[src/design/lgs_pkg.sv]
// Shared types and constants of the toroidal life generation step unit.
// No dependencies; imported by lgs_row_update, life_generation_step_unit and the testbench.

package lgs_pkg;

   localparam int MAX_SIZE_DEF = 64;
   localparam int MIN_SIZE     = 3;

   localparam int CSR_W     = 7;
   localparam int CSR_IDX_W = 1;
   localparam logic [CSR_IDX_W-1:0] CSR_GRID_WIDTH  = 1'b0;
   localparam logic [CSR_IDX_W-1:0] CSR_GRID_HEIGHT = 1'b1;
   localparam logic [CSR_W-1:0]     SIZE_RESET      = 7'd64;

   localparam int REQ_DATA_W = 16;
   localparam int RSP_DATA_W = 8;

   typedef enum logic [1:0] {
      MODE_WRITE   = 2'd0,
      MODE_READ    = 2'd1,
      MODE_ADVANCE = 2'd2,
      MODE_NOP     = 2'd3
   } mode_type;

   typedef logic [3:0] count_type;
   localparam count_type COUNT_KEEP  = 4'd2;
   localparam count_type COUNT_BIRTH = 4'd3;

endpackage

[src/design/lgs_row_update.sv]
// Next-generation kernel for one grid row, wrapping at the active width.
// Depends on lgs_pkg; used by life_generation_step_unit.

module lgs_row_update
   import lgs_pkg::*;
#(
   parameter int MAX_SIZE = MAX_SIZE_DEF
) (
   input  logic [MAX_SIZE-1:0]            north,
   input  logic [MAX_SIZE-1:0]            center,
   input  logic [MAX_SIZE-1:0]            south,
   input  logic [$clog2(MAX_SIZE+1)-1:0]  width,
   output logic [MAX_SIZE-1:0]            next_row
);

   localparam int SW  = $clog2(MAX_SIZE + 1);
   localparam int CIW = $clog2(MAX_SIZE);

   logic [SW-1:0]  last_col;
   logic [CIW-1:0] last_idx;
   logic           n_wrap_w;
   logic           c_wrap_w;
   logic           s_wrap_w;

   assign last_col = width - SW'(1);
   assign last_idx = CIW'(last_col);
   assign n_wrap_w = north[last_idx];
   assign c_wrap_w = center[last_idx];
   assign s_wrap_w = south[last_idx];

   for (genvar c = 0; c < MAX_SIZE; c++) begin : g_col
      logic      nw, cw, sw, ne, ce, se;
      count_type cnt;

      if (c == 0) begin : g_west_wrap
         assign nw = n_wrap_w;
         assign cw = c_wrap_w;
         assign sw = s_wrap_w;
      end else begin : g_west
         assign nw = north[c-1];
         assign cw = center[c-1];
         assign sw = south[c-1];
      end

      if (c == MAX_SIZE - 1) begin : g_east_wrap
         assign ne = north[0];
         assign ce = center[0];
         assign se = south[0];
      end else begin : g_east
         logic at_last;

         assign at_last = (SW'(c) == last_col);
         assign ne = at_last ? north[0]  : north[c+1];
         assign ce = at_last ? center[0] : center[c+1];
         assign se = at_last ? south[0]  : south[c+1];
      end

      assign cnt = count_type'($countones({nw, north[c], ne, cw, ce, sw, south[c], se}));

      always_comb begin
         if (SW'(c) < width) begin
            next_row[c] = (cnt == COUNT_BIRTH) || (center[c] && (cnt == COUNT_KEEP));
         end else begin
            next_row[c] = center[c];
         end
      end
   end

endmodule

[config.mk]
export PLATFORM = sky130hd
export DESIGN_NAME = lgs_row_update
export DESIGN_NICKNAME = d
export VERILOG_FILES = /design/src/design/lgs_pkg.sv /design/src/design/lgs_row_update.sv
export SDC_FILE = /design/constraint.sdc
export NUM_CORES = 1
export LEC_CHECK = 0
export BUFFER_PORTS_ARGS = -buffer_cell sky130_fd_sc_hd__buf_2
export CORE_UTILIZATION = 45
export DETAILED_ROUTE_END_ITERATION = 10
export GPL_TIMING_DRIVEN = 1
export PLACE_DENSITY_LB_ADDON = 0.12
export SKIP_LAST_GASP = 1
export SLEW_MARGIN = 15
export SYNTH_ARGS = -nofsm -noshare
export SYNTH_HDL_FRONTEND = slang
export SYNTH_SLANG_ARGS = --single-unit
export TNS_END_PERCENT = 100
[constraint.sdc]
create_clock -name vclk -period 25.8
set_input_delay 5.16 -clock vclk [all_inputs]
set_output_delay 5.16 -clock vclk [all_outputs]
set_load 0.02 [all_outputs]
==> qor.yml <==
clock_network:
  holdBufCountCts: 0
  cts_resized: 0
  post_cts_buffers: 0
die:
  die_x_um: 186
  dieArea_um2: 34600
  ios: 263
  die_h_um: 186
  rows: 66
  core_area_um2: 32900
  start_util: 0.463
yosys:
  synthTopCellsByArea: "fa_1 34%, ha_1 16%, mux2i_1 8.5%"
  synth_mux_area_frac: 0.203
  synth.distinct_cells: 56
  yosys.area_share.adder: 0.499
  synth_cells: 1593
  syn_avg_cell_area_um2: 9.55
  synth_top_family_by_area: "adder cells"
  synth_xor_area_frac: 0.00288
  syn-num-nets: 2246
  yosys.area.top_type: "fa_1"
  syn_area_um2: 15200
  ys_seq_area_frac: 0
  yosys.area_share.simple: 0.0955
  yosys.area.top_type_share: 0.337
  yosysWarnings: 0
  synth_compound_area_frac: 0.125
final_layout:
  fin_util: 0.515
  synthToLayoutAreaGrowth_pct: 11.1
  mostFrequentLayoutCell: "buf_2"
  regArea_um2: 0
  nFillCells: 3241
  layout-drive-gt1-share: 0.230
  design.seq.count: 0
  finalNetCount: 2458
  clockBufferCount: 0
  final_cell_mix: "262 x buf_2, 256 x fa_1, 223 x a21oi_1"
  final-instance-count-excl-fill: 2251
routing:
  ant_nets: 0
  highest_layer: "met5"
  vias: 13400
  met1Wirelength_um: 21000
  dr_wl_met2_um: 23600
  viasPerCell: 5.94
  routed-wl-met3_um: 4020
  routedWlPerCell_um: 22.3
  drc: 0
  drt_iter0_drc: 942
  dr.pass1.iters: 5
  routed_wl_um: 50100
setup_path:
  crit_chain: "buf_4, inv_1, ha_2, buf_4, mux4_2, a22o_1, o31ai_1, a2bb2oi_1, fa_1, inv_1, fa_1, fa_1, inv_1, ha_1, fa_1, o21ai_0, nand2_1, a21oi_1, buf_2"
  path_max_fanout: 29
  end_kind: "primary output"
  critical_path.slowest_cell: "ha_2"
  crit_family: "adder cells"
  critPathMaxStageDelay_ns: 0.82
  path_class: "in -> out"
  path_buf_inv: 6
  crit_path_frequent_cell: "fa_1"
  arrival_ns: 10.98
  start_kind: "primary input"
  crit_cells: 19
  required_ns: 20.64
hold_path:
  hold_path.class: "in -> out"
  min_path_cells: 4
timing:
  slew_violations: 0
  rsz0062_at_grt: "false"
  tightestPinTransition_ns: 1.28
  hold_violations: 0
  slew_headroom: 0.139
  finalSetupViolCount: 0
  min_period_ns: 16.14
  setup_tns_ns: 0
  post-route-period-util: 0.625
  clock.fmax_ghz: 0.0620
flow_run:
  maxCapViolCount: 0
global_routing:
  grt_max_degree: 68
  grt_pass1_wl_um: 78000
  global_route.overflow_total: 0
  grt_antenna_before_repair: 8
  grt_pass1_vias: 13600
  grt_use_total: 0.298
run_status:
  status: "complete, no violations"
place:
  place_congestion: 0.954
  io_buffers: 263
  dp.final_hpwl_um: 40900
  place_inst: 2245
==> area by class of cell <==
cell class / instances / area [um^2] / share of cell area
Inverter: 210 / 788 / 0.0466
Timing Repair Buffer: 279 / 1440 / 0.0851
Antenna cell: 6 / 15.0 / 0.000888
Tap cell: 442 / 553 / 0.0327
Multi-Input combinational cell: 1314 / 14100 / 0.835
==> cells in the mapped netlist (2+ instances only) <==
cell / number
a21oi_1: 223
a22o_1: 3
and3_1: 32
buf_1: 5
buf_2: 12
buf_4: 5
buf_6: 5
clkbuf_1: 40
fa_1: 256
ha_1: 198
inv_1: 210
mux2_2: 50
mux2_4: 10
mux2i_1: 129
mux4_2: 48
nand2_1: 71
nand2b_1: 4
nand3_1: 89
nand3_4: 10
nor2_1: 18
nor3_1: 19
nor3b_1: 6
o21a_1: 2
o21ai_0: 96
o22ai_1: 2
o31a_1: 3
o31ai_1: 4
o32ai_1: 7
or2_2: 4
or3_1: 3
xnor2_1: 3
xor2_1: 2
==> layer usage <==
layer,track usage,vias to the layer above
met5,0,-
met4,0.0856,4
met3,0.0475,96
met2,0.494,539
met1,0.400,6681
li1,-,6056
==> through the flow <==
stage	cell area, um^2	hold slack [ns]	setup WS, ns
2_1_floorplan	15200	10.49	9.75
3_3_place_gp	16900	10.71	9.72
3_5_place_dp	16900	10.72	9.65
4_1_cts	16900	10.72	9.65
5_1_grt	16900	10.77	9.36
6_report	16900	10.71	9.66
==> cell families (layout without fill, tap and decap cells) <==
logic type / after synthesis / count (layout)
other: 0 / 6
buffers and inverters: 279 / 489
AO/OA/AOI/OAI: 353 / 353
adder cells (fa/ha/maj): 454 / 454
AND/OR/NAND/NOR: 265 / 265
XOR/XNOR: 5 / 5
multiplexers: 237 / 237
==> worst paths after layout <==
| check | end | start | slack (ns) |
|---|---|---|---|
| max | next_row[0] | width[0] | 9.66 |
| min | next_row[14] | center[14] | 10.71 |
